File: config.mk
export PLATFORM = sky130hd
export DESIGN_NAME = payload_threat_scanner_flat
export DESIGN_NICKNAME = d
export VERILOG_FILES = /design/src/rtl/pts_pkg.sv /design/src/rtl/pts_in_if.sv /design/src/rtl/pts_out_if.sv /design/src/rtl/pts_hist_cell.sv /design/src/rtl/payload_threat_scanner.sv /design/src/flat_wrapper.sv
export SDC_FILE = /design/constraint.sdc
export NUM_CORES = 1
export LEC_CHECK = 0
export ABC_AREA = 1
export BUFFER_PORTS_ARGS = -buffer_cell sky130_fd_sc_hd__buf_2
export CAP_MARGIN = 25
export CORE_ASPECT_RATIO = 1.1
export CORE_MARGIN = 2
export CORE_UTILIZATION = 40
export CTS_CLUSTER_DIAMETER = 150
export DETAILED_ROUTE_END_ITERATION = 10
export PLACE_DENSITY = 0.59
export SLEW_MARGIN = 20
export SYNTH_ARGS = -nofsm -noshare
export SYNTH_HDL_FRONTEND = slang
export SYNTH_SLANG_ARGS = --single-unit
File: constraint.sdc
create_clock -name clk -period 3.5 [get_ports clk]
set_input_delay 0.7 -clock clk [delete_from_list [all_inputs] [get_ports clk]]
set_output_delay 0.7 -clock clk [all_outputs]
set_load 0.05 [all_outputs]
File: src/rtl/pts_pkg.sv
`timescale 1ns / 1ps
// Shared types, constants and signature tables of the payload threat scanner.
// No dependencies; used by pts_in_if, pts_hist_cell, the scanner and the testbench.
package pts_pkg;

	localparam int BYTE_W     = 8;
	localparam int POS_W      = 12;
	localparam int CNT_W      = 8;
	localparam int HIST_DEPTH = 11;
	localparam int NUM_PAT    = 3;

	localparam int CFG_W     = 12;
	localparam int CFG_IDX_W = 2;

	localparam logic [CFG_IDX_W-1:0] REG_SLED_MIN_RUN      = 2'd0;
	localparam logic [CFG_IDX_W-1:0] REG_SLED_SCAN_BYTES   = 2'd1;
	localparam logic [CFG_IDX_W-1:0] REG_FORMAT_HITS_LIMIT = 2'd2;

	localparam logic [CNT_W-1:0] SLED_MIN_RUN_RST      = 8'd4;
	localparam logic [POS_W-1:0] SLED_SCAN_BYTES_RST   = 12'd256;
	localparam logic [CNT_W-1:0] FORMAT_HITS_LIMIT_RST = 8'd3;

	localparam logic [POS_W-1:0]  POS_MAX     = 12'd4095;
	localparam logic [POS_W-1:0]  POS_SQL_MIN = 12'd4;
	localparam logic [CNT_W-1:0]  CNT_MAX     = 8'd255;
	localparam logic [BYTE_W-1:0] NOOP_BYTE   = 8'h90;
	localparam logic [BYTE_W-1:0] CH_PCT      = 8'h25;
	localparam logic [BYTE_W-1:0] CH_S        = 8'h73;
	localparam logic [BYTE_W-1:0] CH_N        = 8'h6E;
	localparam logic [BYTE_W-1:0] CH_X        = 8'h78;
	localparam logic [BYTE_W-1:0] CH_P        = 8'h70;

	typedef enum logic [1:0] {
		THREAT_NONE   = 2'd0,
		THREAT_SHELL  = 2'd1,
		THREAT_SQL    = 2'd2,
		THREAT_FORMAT = 2'd3
	} threat_t;

	// history cell control
	typedef struct packed {
		logic shift;
		logic clear;
	} pts_ctl_t;

	// SQL signatures
	localparam int PAT_OR_ID    = 0;
	localparam int PAT_DROP_ID  = 1;
	localparam int PAT_UNION_ID = 2;

	localparam logic [7:0] PAT_OR [0:4] = '{8'h27, 8'h20, 8'h4F, 8'h52, 8'h20};
	localparam logic [7:0] PAT_DROP [0:6] =
		'{8'h27, 8'h3B, 8'h20, 8'h44, 8'h52, 8'h4F, 8'h50};
	localparam logic [7:0] PAT_UNION [0:11] =
		'{8'h55, 8'h4E, 8'h49, 8'h4F, 8'h4E, 8'h20,
		  8'h53, 8'h45, 8'h4C, 8'h45, 8'h43, 8'h54};

	function automatic int pat_len(input int p);
		int n;
		n = 0;
		case (p)
			PAT_OR_ID:    n = 5;
			PAT_DROP_ID:  n = 7;
			PAT_UNION_ID: n = 12;
			default:      n = 0;
		endcase
		return n;
	endfunction

	function automatic logic [BYTE_W-1:0] pat_char(input int p, input int i);
		logic [BYTE_W-1:0] c;
		c = '0;
		case (p)
			PAT_OR_ID:    c = PAT_OR[i[2:0]];
			PAT_DROP_ID:  c = PAT_DROP[i[2:0]];
			PAT_UNION_ID: c = PAT_UNION[i[3:0]];
			default:      c = '0;
		endcase
		return c;
	endfunction

endpackage

File: src/rtl/pts_in_if.sv
`timescale 1ns / 1ps
// Input channel of the payload threat scanner: one message byte per transaction.
// Depends on pts_pkg for field widths.
interface pts_in_if;
	logic                       valid;
	logic                       ready;
	logic [pts_pkg::BYTE_W-1:0] data_byte;
	logic                       end_of_message;

	modport source (output valid, output data_byte, output end_of_message, input ready);
	modport sink (input valid, input data_byte, input end_of_message, output ready);
endinterface

File: src/rtl/pts_out_if.sv
`timescale 1ns / 1ps
// Output channel of the payload threat scanner: one threat code per message.
// No dependencies.
interface pts_out_if;
	logic       valid;
	logic       ready;
	logic [1:0] threat_code;

	modport source (output valid, output threat_code, input ready);
	modport sink (input valid, input threat_code, output ready);
endinterface

File: src/rtl/pts_hist_cell.sv
`timescale 1ns / 1ps
// One byte of the history chain, with its fixed signature compares.
// Depends on pts_pkg.
module pts_hist_cell #(
	parameter int K = 0
) (
	input  logic                        clk,
	input  logic                        arst_n,
	input  pts_pkg::pts_ctl_t           ctl,
	input  logic [pts_pkg::BYTE_W-1:0]  din,
	output logic [pts_pkg::BYTE_W-1:0]  dout,
	output logic [pts_pkg::NUM_PAT-1:0] hit
);
	import pts_pkg::*;

	logic [BYTE_W-1:0] hist_q;

	always_ff @(posedge clk or negedge arst_n) begin
		if (!arst_n) begin
			hist_q <= '0;
		end else if (ctl.clear) begin
			hist_q <= '0;
		end else if (ctl.shift) begin
			hist_q <= din;
		end
	end

	assign dout = hist_q;

	// cell K holds the byte K+1 places back; it must match the signature
	// character that many places before the last one
	for (genvar p = 0; p < NUM_PAT; p++) begin : g_pat
		if (K + 1 < pat_len(p)) begin : g_cmp
			localparam logic [BYTE_W-1:0] NEED = pat_char(p, pat_len(p) - 2 - K);
			assign hit[p] = (hist_q == NEED);
		end else begin : g_free
			assign hit[p] = 1'b1;
		end
	end
endmodule

File: src/rtl/payload_threat_scanner.sv
`timescale 1ns / 1ps
// Payload threat scanner: classifies each message as shellcode, SQL injection,
// format string attack or clean. Depends on pts_pkg, pts_in_if, pts_out_if, pts_hist_cell.
//
// Usage:
//   in_ch  carries one message byte per transaction; end_of_message marks the
//          final byte. out_ch carries one threat code per message.
//   cfg_we/cfg_index/cfg_data write sled_min_run (0), sled_scan_bytes (1) and
//          format_hits_limit (2); other indexes are ignored. Write only while
//          no message is in flight.
// Throughput: one byte per cycle while in_ch.ready is high. All checks finish
//   in the cycle the byte is accepted; the history is an 11-cell shift chain,
//   each cell comparing its byte against fixed signature characters.
// Latency: the code is registered and shows on out_ch the cycle after the
//   final byte is accepted.
// Stall: in_ch.ready drops only while a code sits in the output register and
//   out_ch.ready is low; a code being taken frees room for a new byte in the
//   same cycle.
// Reset: registers return to their defaults, message state and history are
//   cleared, no code is pending. Message state is also cleared after each code.
module payload_threat_scanner (
	input  logic                          clk,
	input  logic                          arst_n,
	input  logic                          cfg_we,
	input  logic [pts_pkg::CFG_IDX_W-1:0] cfg_index,
	input  logic [pts_pkg::CFG_W-1:0]     cfg_data,
	pts_in_if.sink                        in_ch,
	pts_out_if.source                     out_ch
);
	import pts_pkg::*;

	// configuration
	logic [CNT_W-1:0] sled_min_run_q;
	logic [POS_W-1:0] sled_scan_bytes_q;
	logic [CNT_W-1:0] format_hits_limit_q;

	// per-message state
	logic [POS_W-1:0] pos_q;
	logic [CNT_W-1:0] noop_run_q;
	logic             shell_q;
	logic             sql_q;
	logic             zero_q;
	logic [CNT_W-1:0] fmt_q;

	// output register
	logic    out_valid_q;
	threat_t out_code_q;

	logic     accept;
	logic     last_byte;
	pts_ctl_t ctl;

	logic [BYTE_W-1:0]  hist [HIST_DEPTH];
	logic [NUM_PAT-1:0] cell_hit [HIST_DEPTH];
	logic [NUM_PAT-1:0] cur_hit;
	logic [NUM_PAT-1:0] pat_hit;

	logic             in_win;
	logic             is_noop;
	logic [CNT_W-1:0] run_inc;
	logic [CNT_W-1:0] noop_nxt;
	logic             shell_nxt;
	logic             zero_nxt;
	logic             sql_nxt;
	logic             fmt_pair;
	logic [CNT_W-1:0] fmt_nxt;
	logic [POS_W-1:0] pos_nxt;
	threat_t          code_nxt;

	assign in_ch.ready = !out_valid_q || out_ch.ready;
	assign accept      = in_ch.valid && in_ch.ready;
	assign last_byte   = in_ch.end_of_message;
	assign ctl.shift   = accept;
	assign ctl.clear   = accept && last_byte;

	// configuration writes
	always_ff @(posedge clk or negedge arst_n) begin
		if (!arst_n) begin
			sled_min_run_q      <= SLED_MIN_RUN_RST;
			sled_scan_bytes_q   <= SLED_SCAN_BYTES_RST;
			format_hits_limit_q <= FORMAT_HITS_LIMIT_RST;
		end else if (cfg_we) begin
			unique case (cfg_index)
				REG_SLED_MIN_RUN:      sled_min_run_q      <= cfg_data[CNT_W-1:0];
				REG_SLED_SCAN_BYTES:   sled_scan_bytes_q   <= cfg_data[POS_W-1:0];
				REG_FORMAT_HITS_LIMIT: format_hits_limit_q <= cfg_data[CNT_W-1:0];
				default: ;
			endcase
		end
	end

	// history chain: cell 0 holds the previous byte, cell 10 the oldest
	for (genvar k = 0; k < HIST_DEPTH; k++) begin : g_cell
		pts_hist_cell #(.K(k)) u_cell (
			.clk    (clk),
			.arst_n (arst_n),
			.ctl    (ctl),
			.din    ((k == 0) ? in_ch.data_byte : hist[(k == 0) ? 0 : k - 1]),
			.dout   (hist[k]),
			.hit    (cell_hit[k])
		);
	end

	// a signature ends here when the current byte is its last character and
	// every history cell agrees
	always_comb begin
		for (int p = 0; p < NUM_PAT; p++) begin
			cur_hit[p] = (in_ch.data_byte == pat_char(p, pat_len(p) - 1));
		end
		pat_hit = cur_hit;
		for (int k = 0; k < HIST_DEPTH; k++) begin
			pat_hit = pat_hit & cell_hit[k];
		end
	end

	always_comb begin
		// no-op sled, only inside the scan window
		in_win    = (pos_q != POS_MAX) && (pos_q < sled_scan_bytes_q);
		is_noop   = (in_ch.data_byte == NOOP_BYTE);
		run_inc   = (noop_run_q == CNT_MAX) ? noop_run_q : noop_run_q + 1'b1;
		shell_nxt = shell_q || (in_win && is_noop && (run_inc >= sled_min_run_q));
		if (in_win) begin
			noop_nxt = is_noop ? run_inc : '0;
		end else begin
			noop_nxt = noop_run_q;
		end

		// SQL signatures stop at the first zero byte
		zero_nxt = zero_q || (in_ch.data_byte == '0);
		sql_nxt  = sql_q || ((in_ch.data_byte != '0) && !zero_q && (|pat_hit));

		// '%' followed by s, n, x or p
		fmt_pair = (pos_q != '0) && (hist[0] == CH_PCT) &&
			((in_ch.data_byte == CH_S) || (in_ch.data_byte == CH_N) ||
			 (in_ch.data_byte == CH_X) || (in_ch.data_byte == CH_P));
		fmt_nxt  = (fmt_pair && (fmt_q != CNT_MAX)) ? fmt_q + 1'b1 : fmt_q;

		pos_nxt = (pos_q == POS_MAX) ? pos_q : pos_q + 1'b1;

		// priority: shellcode, SQL (message longer than 4 bytes), format
		if (shell_nxt) begin
			code_nxt = THREAT_SHELL;
		end else if (sql_nxt && (pos_q >= POS_SQL_MIN)) begin
			code_nxt = THREAT_SQL;
		end else if (fmt_nxt > format_hits_limit_q) begin
			code_nxt = THREAT_FORMAT;
		end else begin
			code_nxt = THREAT_NONE;
		end
	end

	// message state; cleared after the final byte
	always_ff @(posedge clk or negedge arst_n) begin
		if (!arst_n) begin
			pos_q      <= '0;
			noop_run_q <= '0;
			shell_q    <= 1'b0;
			sql_q      <= 1'b0;
			zero_q     <= 1'b0;
			fmt_q      <= '0;
		end else if (accept) begin
			if (last_byte) begin
				pos_q      <= '0;
				noop_run_q <= '0;
				shell_q    <= 1'b0;
				sql_q      <= 1'b0;
				zero_q     <= 1'b0;
				fmt_q      <= '0;
			end else begin
				pos_q      <= pos_nxt;
				noop_run_q <= noop_nxt;
				shell_q    <= shell_nxt;
				sql_q      <= sql_nxt;
				zero_q     <= zero_nxt;
				fmt_q      <= fmt_nxt;
			end
		end
	end

	// output register
	always_ff @(posedge clk or negedge arst_n) begin
		if (!arst_n) begin
			out_valid_q <= 1'b0;
		end else if (accept && last_byte) begin
			out_valid_q <= 1'b1;
		end else if (out_ch.ready) begin
			out_valid_q <= 1'b0;
		end
	end

	always_ff @(posedge clk) begin
		if (accept && last_byte) begin
			out_code_q <= code_nxt;
		end
	end

	assign out_ch.valid       = out_valid_q;
	assign out_ch.threat_code = out_code_q;

	// a final byte always leaves a code pending
	a_code_after_last: assert property (@(posedge clk) disable iff (!arst_n)
		(accept && last_byte) |=> out_valid_q)
		else $error("no code after final byte");

	// a fresh message starts from cleared state
	a_fresh_state: assert property (@(posedge clk) disable iff (!arst_n)
		(pos_q == '0) |-> (fmt_q == '0 && noop_run_q == '0 && !shell_q && !sql_q && !zero_q))
		else $error("message state not cleared");

	// each format pair and each no-op byte consumes a byte position
	a_counts_bounded: assert property (@(posedge clk) disable iff (!arst_n)
		({4'b0, fmt_q} <= pos_q) && ({4'b0, noop_run_q} <= pos_q))
		else $error("counter ahead of byte position");
endmodule

File: src/flat_wrapper.sv
// flat-port wrapper written by rule: the top's interface ports become plain ports
module payload_threat_scanner_flat import pts_pkg::*;
  (clk, arst_n, cfg_we, cfg_index, cfg_data, in_ch_valid, in_ch_data_byte, in_ch_end_of_message, in_ch_ready, out_ch_valid, out_ch_threat_code, out_ch_ready);
  pts_in_if in_ch_i ();
  pts_out_if out_ch_i ();
  input  logic clk;
  input  logic arst_n;
  input  logic cfg_we;
  input  logic [pts_pkg::CFG_IDX_W-1:0] cfg_index;
  input  logic [pts_pkg::CFG_W-1:0] cfg_data;
  input wire logic [$bits(in_ch_i.valid)-1:0] in_ch_valid;
  input wire logic [$bits(in_ch_i.data_byte)-1:0] in_ch_data_byte;
  input wire logic [$bits(in_ch_i.end_of_message)-1:0] in_ch_end_of_message;
  output wire logic [$bits(in_ch_i.ready)-1:0] in_ch_ready;
  output wire logic [$bits(out_ch_i.valid)-1:0] out_ch_valid;
  output wire logic [$bits(out_ch_i.threat_code)-1:0] out_ch_threat_code;
  input wire logic [$bits(out_ch_i.ready)-1:0] out_ch_ready;
  assign in_ch_i.valid = in_ch_valid;
  assign in_ch_i.data_byte = in_ch_data_byte;
  assign in_ch_i.end_of_message = in_ch_end_of_message;
  assign in_ch_ready = in_ch_i.ready;
  assign out_ch_valid = out_ch_i.valid;
  assign out_ch_threat_code = out_ch_i.threat_code;
  assign out_ch_i.ready = out_ch_ready;
  payload_threat_scanner u_core (.clk(clk), .arst_n(arst_n), .cfg_we(cfg_we), .cfg_index(cfg_index), .cfg_data(cfg_data), .in_ch(in_ch_i), .out_ch(out_ch_i));
endmodule
======== Yosys cells after proc, flatten, opt, wreduce, memory -nomap -nowiden ========
Index checks and enable logic that the tools add are counted.
operators by class
  add/sub/neg operators ................... 3
  magnitude comparators ................... 4
  equality and inequality tests ........... 37
  muxes and demuxes ....................... 37
  bitwise gates (word level) .............. 11
  reductions and logical operators ........ 33
operator list
  kind                                                                     count
  8-bit 2-to-1 mux                                                         28
  8-bit by 7-bit equality test with 1-bit output (second input constant)   21
  8-bit by 6-bit equality test with 1-bit output (second input constant)   8
  3-bit AND                                                                11
  12-bit 2-to-1 mux                                                        2
  8-bit by 1-bit adder with 8-bit output (second input constant)           2
  8-bit equality test (second input constant)                              2
  12-bit by 1-bit adder with 12-bit output (second input constant)         1
  12-bit equality test (second input constant)                             1
  12-bit by 3-bit >= comparator with 1-bit output (second input constant)  1
  12-bit < comparator                                                      1
  12-bit inequality test (second input constant)                           1
  12-bit nonzero test                                                      1
  1-bit logical AND                                                        11
  2-bit AND reduction                                                      5
  8-bit >= comparator                                                      1
  8-bit > comparator                                                       1
  8-bit zero test                                                          1
  8-bit inequality test (second input constant)                            1
  8-bit nonzero test                                                       1
  1-bit logical OR                                                         7
  2-bit nonzero test                                                       3
  1-bit 2-to-1 mux                                                         5
  2-bit 2-to-1 mux                                                         2
  other kinds (6)                                                          7
word-level totals
  flip-flop bits (word level) ............. 150
  bits of input ports ..................... 28
  output and inout bits ................... 4

======== Logic depth before layout (Yosys ltp) ========
  word-level depth ........................ 17
  mapped depth ............................ 19
  mapped depth without buffers ............ 19

======== Modules after synthesis ========
From an unflattened synthesis, not the netlist that was laid out.
second synthesis, totals
  cells, all modules ...................... 1139
  area total of the unflattened synthesis .. 8643.3 µm²
modules (own cells, without submodules)
  module                                        times used  cells an instance  area an instance (µm²)  sequential area each (µm²)
  payload_threat_scanner                        1           577                4245.3                  1566.5
  pts_hist_cell (u_core.g_cell[6].u_cell ...)   3           48                 391.6                   200.2
  pts_hist_cell (u_core.g_cell[1].u_cell ...)   2           56                 414.1                   200.2
  pts_hist_cell (u_core.g_cell[0].u_cell ...)   2           53                 402.9                   200.2
  pts_hist_cell (u_core.g_cell[10].u_cell ...)  2           47                 387.9                   200.2
  pts_hist_cell (u_core.g_cell[4].u_cell)       1           55                 414.1                   200.2
  pts_hist_cell (u_core.g_cell[5].u_cell)       1           51                 399.1                   200.2

======== Least setup slack after synthesis ========
No wires, ideal clock.
  path type ............................... in2reg
  start point ............................. input port in_ch_data_byte[4]
  end point ............................... register u_core.out_code_q[0], in the netlist u_core.out_ch.threat_code[0], data pin
  data arrival time ....................... 2.412 ns
  required time ........................... 3.248 ns
  setup slack ............................. 0.836 ns
  stages .................................. 18
  path through ............................ inv_1 > nand2_1 > nor3_1 > nand4_1 > nand2_1 > nand3_2 > inv_1 > nand2_1 > nand2_1 > inv_1 > ha_1 > nand4_1 > inv_1 > nand3_1 > o21ai_0 > inv_1 > nand2_1 > nand2_1
on the way
  cells in the longest elaborated chain, start to end .. 17
  elaborated cells between the ends (all ways) .. 37
  classes of those cells .................. 1 x order compare; 8 x eq/ne; 3 x mux; 11 x bitwise; 14 x reduce/logical
ends and longest elaborated chain
  item                                                                                                                     line                           source
  start, declared                                                                                                          flat_wrapper.sv:12             input wire logic [$bits(in_ch_i.data_byte)-1:0] in_ch_data_byte;
  8-bit by 6-bit equality test with 1-bit output / 8-bit by 7-bit equality test with 1-bit output (equally long branches)  payload_threat_scanner.sv:108  cur_hit[p] = (in_ch.data_byte == pat_char(p, pat_len(p) - 1));
  3-bit AND (11 in a row)                                                                                                  payload_threat_scanner.sv:112  pat_hit = pat_hit & cell_hit[k];
  3-bit OR reduction                                                                                                       payload_threat_scanner.sv:130  sql_nxt = sql_q || ((in_ch.data_byte != '0) && !zero_q && (|pat_hit));
  1-bit logical AND                                                                                                        payload_threat_scanner.sv:130
  1-bit logical OR                                                                                                         payload_threat_scanner.sv:130
  1-bit logical AND                                                                                                        payload_threat_scanner.sv:143  end else if (sql_nxt && (pos_q >= POS_SQL_MIN)) begin
  2-bit 2-to-1 mux                                                                                                         payload_threat_scanner.sv:143
  end signal, assigned                                                                                                     payload_threat_scanner.sv:193  out_code_q <= code_nxt;
  end, declared                                                                                                            payload_threat_scanner.sv:47   threat_t out_code_q;
Parallel ways exist; a longest one is shown, timed or not.
A chain may end at the register's enable or synchronous reset.

======== Worst setup path in the final report ========
  start point ............................. register u_core.pos_q[0]
  end point ............................... register u_core.out_code_q[0], in the netlist u_core.out_ch.threat_code[0], data pin
on the way
  cells in the longest elaborated chain, start to end .. 8
  elaborated cells between the ends (all ways) .. 16
  classes of those cells .................. 3 x order compare; 1 x eq/ne; 3 x mux; 9 x reduce/logical
ends and longest elaborated chain
  item                            line                           source
  start, declared                 payload_threat_scanner.sv:38   logic [POS_W-1:0] pos_q;
  start signal, assigned          payload_threat_scanner.sv:170  pos_q <= pos_nxt;
  12-bit nonzero test             payload_threat_scanner.sv:133  fmt_pair = (pos_q != '0) && (hist[0] == CH_PCT) &&
  1-bit logical AND (2 in a row)  payload_threat_scanner.sv:133
  1-bit logical AND               payload_threat_scanner.sv:136  fmt_nxt = (fmt_pair && (fmt_q != CNT_MAX)) ? fmt_q + 1'b1 : fmt_q;
  8-bit 2-to-1 mux                payload_threat_scanner.sv:136
  8-bit > comparator              payload_threat_scanner.sv:145  end else if (fmt_nxt > format_hits_limit_q) begin
  2-bit 2-to-1 mux                payload_threat_scanner.sv:145
  2-bit 2-to-1 mux                payload_threat_scanner.sv:143
Parallel ways exist; a longest one is shown, timed or not.

==> impl_results.md <==
- Port Buf Inserts: 31
- Post-CTS Hold Buffers: 0
- Max stage delay on crit path: approximately 0.35 ns
- Total CTS buffers: 17
- Fmax: between 0.3 and 0.4 GHz
- Area share of the leading cell type in the synthesized netlist: 48.1%
- Fin crit share: around 84%
- Clock Skew: around 0.011 ns
- Mapped Cells: around 890
- Clock Tree Root: clkbuf_16
- Router iterations before antenna repair: 4
- Clock Latency Late Sink: 0.43 ns
- Reg2reg end: u_core.out_ch.threat_code[0]$_SDFFCE_PN1P_
- WP data arrival: 3.14 ns
- Initial Utilization: about two fifths
- Initial antenna violation count: 0
- VDD IR max: 0.331 mV
- Top post-synthesis cells by area: dfrtp_1 (48%), inv_1 (8.6%), nand2_1 (7.6%), o22ai_1 (7.0%), ha_1 (5.2%)
- I/O pin cnt: 32
- Final ANT Viol Nets: 0
- LEAKAGE: 4.03 nW
- Final core occ: 46.2%
- Largest area contributor in the netlist: dfrtp_1
- Largest net degree at the start of global routing: 87
- Commonest non-fill, non-tap cell in the layout: inv_1
- Post-Syn Area: 7490 µm²
- Critical Path RT: 3.68 ns
- Worst-path maximum fanout: 8
- Post-DR vias/cell: 4.95
- Slowest CP cell: dfrtp_1
- Place WS: 0.350 ns
- Max Cap Viol: 0
- Seq cells post-synth: 150
- Slew headroom: 55.6%
- Outcome: completed
- Drt first-iter violations: 342
- Most frequent cells in the layout: inv_1 (170), nand2_1 (152), dfrtp_1 (144), o22ai_1 (84), nor2_1 (74)
- Fin cells: between 1000 and 1500
- CTS sink count: 150
- Worst Max-Slew Pin Slew: ~0.66 ns
- RSZ-0062 raised after global routing: no
- GRT Total Usage: 18.3%
- Remaining global-route overflow: 0
- RR Startpoint: u_core.pos_q[0]$_DFFE_PN0P_
- Yosys warnings: 0
- Gpl congestion: 0.839
- Vias in the first global route: 5845
- CP Capture Type: flip-flop
- Total placed cells including tap cells: 1149
- Slew Limit Fails: 0
- Layout net count: 984
- Via count: just under 6000
- Power per cell area: just under 500 nW/µm²
- Post-cts resize count: 0
- Fin crit period: 2.95 ns
- Flop2flop setup slack: 0.55 ns
- Final Hold Vio Count: 0
- # diodes: 0
- WL per Instance: 14.2 µm
- Maximum clock path buffer count: 2
- Register area share after synthesis: between 50% and 60%
- Setup CP Type: flip-flop to flip-flop
- CP Cell Sequence: inv_1 > ha_1 > nand3_1 > nor3_1 > nor3_1 > nand3_2 > inv_1 > nand2_1 > nand2_1 > inv_1 > ha_1 > nand4_1 > inv_1 > nand3_1 > o21ai_0 > inv_1 > nand2_1 > nand2_1
- First-pass GRT wire length: 28900 µm
- Setup TNS: 0 ns
- Core area: 18400 µm²
- Setup crit start kind: flip-flop
- Rows: 52
- Htree depth: 4
- Worst reg-to-reg path cell count: 18
- Die X: 135 µm
- Setup WS post-layout: 0.547 ns
- Die Y: 148 µm
- Post-CTS setup repair buffer count: 0
- Post-DP HPWL: 11700 µm
- Most frequent CP cell: inv_1
- Worst Hold Class: input port to asynchronous set/reset pin
- WL final: 16700 µm
- Min Hold Slack: 0.282 ns
- Mean cell area of the mapped netlist: 8.39 µm²
- CTS tree: built
- # setup viols final: 0
- Area delta synth->final: 13.5%
- DRC: 0
- Die area: 19800 µm²
- Synth Net Count: 952
- Filler Cell Count: around 1800
- CTS clk-pin slew, worst paths: ~0.060 ns
- Layout cells sized above 1: about 10%
- Count of cell types in the netlist: 40
## report_power, final
group,total [mW],leakage [nW],switching [mW],internal [mW]
Clock,1.77,0.264,0.765,1.01
Combinational,0.439,1.75,0.299,0.140
Sequential,1.89,2.01,0.0560,1.84
Total,4.10,4.03,1.12,2.98
## how the worst max path moves through the flow
stage / startpoint / to / slack [ns] / cells past startpoint
after global routing: u_core.pos_q[0]$_DFFE_PN0P_ / u_core.out_ch.threat_code[0]$_SDFFCE_PN1P_ / 0.16 / 18
after floorplan: in_ch_data_byte[4] / u_core.out_ch.threat_code[0]$_SDFFCE_PN1P_ / 0.84 / 18
after CTS: u_core.pos_q[1]$_DFFE_PN0P_ / u_core.out_ch.threat_code[0]$_SDFFCE_PN1P_ / 0.57 / 18
after global placement: in_ch_data_byte[4] / u_core.out_ch.threat_code[0]$_SDFFCE_PN1P_ / 0.47 / 19
after detailed placement: in_ch_data_byte[1] / u_core.out_ch.threat_code[0]$_SDFFCE_PN1P_ / 0.35 / 19
final: u_core.pos_q[0]$_DFFE_PN0P_ / u_core.out_ch.threat_code[0]$_SDFFCE_PN1P_ / 0.55 / 18
## Yosys cell counts
| cell | count |
|---|---|
| mux2_2 | 1 |
| nand3_4 | 1 |
| clkbuf_1 | 20 |
| clkinv_1 | 1 |
| o31ai_1 | 1 |
| nor3_4 | 1 |
| nor3_2 | 1 |
| o21ai_2 | 2 |
| nand3_2 | 3 |
| edfxtp_1 | 2 |
| buf_12 | 1 |
| dfrtp_1 | 144 |
| a21oi_1 | 28 |
| xnor2_1 | 3 |
| nand2_1 | 152 |
| inv_2 | 2 |
| o21a_1 | 1 |
| nor4_1 | 2 |
| nor3b_1 | 2 |
| o211ai_1 | 1 |
| nor3_1 | 21 |
| xor2_1 | 7 |
| nand2_4 | 3 |
| buf_1 | 1 |
| nand3_1 | 36 |
| nand2_2 | 4 |
| nand4_1 | 16 |
| o21bai_1 | 2 |
| dfstp_2 | 4 |
| o21ai_1 | 3 |
| nor4_2 | 1 |
| inv_1 | 171 |
| or2_2 | 1 |
| o2111ai_1 | 1 |
| nand3b_1 | 4 |
| ha_1 | 31 |
| o22ai_1 | 84 |
| nor2_1 | 74 |
| o21ai_0 | 57 |
| buf_2 | 3 |
## area by class of cell
cell class | instances | area, µm² | share of cell area [%]
sequential | 150 | 3770 | 44.3
multi-input combinational | 544 | 2960 | 34.8
inverter | 174 | 653 | 7.68
clock buffer | 19 | 443 | 5.21
tap | 243 | 304 | 3.58
timing repair buffer | 38 | 251 | 2.96
clock inverter | 13 | 124 | 1.46
## worst max-delay path: cells and delay by family, from the launching register on
family	cells	cell delay, ns
adder cells (fa/ha/maj)	2	0.50
AO/OA/AOI/OAI	1	0.24
AND/OR/NAND/NOR	10	1.08
flip-flops	1	0.35
buffers and inverters	5	0.53
## routing by layer
metal / global-route usage, % / up-vias / share of wire, %
li1: - / 2996 / -
met5: 0 / - / 0
met1: 26.0 / 2771 / 49
met2: 28.2 / 65 / 46
met3: 3.53 / 18 / 2.6
met4: 6.47 / 0 / 1.9
## per-stage QoR
step           area, µm²  total power, mW
2_1_floorplan       7490             2.20
3_3_place_gp        7940             2.36
3_5_place_dp        7940             2.37
4_1_cts             8500             4.15
5_1_grt             8500             4.29
6_report            8500             4.10
## state kept, by name (all words and copies together), names as in the netlist
name                        count
u_core.g_cell.u_cell.dout      88
u_core.sled_scan_bytes_q       12
u_core.format_hits_limit_q      8
u_core.pos_q                   12
u_core.fmt_q                    8
u_core.shell_q                  1
u_core.sled_min_run_q           8
u_core.out_ch.valid             1
u_core.sql_q                    1
u_core.out_ch.threat_code       2
u_core.noop_run_q               8
u_core.zero_q                   1
## logic make-up after synthesis
family          count (synthesis)  synth area share (%)
flops                         150                  50.3
simple gates                  322                  19.2
compound gates                180                  13.7
buf+inv                       199                  10.2
xor+xnor                       10                  1.17
fa+ha+maj                      31                  5.18
mux                             1                 0.150
No activity file was read; power rests on OpenSTA's default activity.
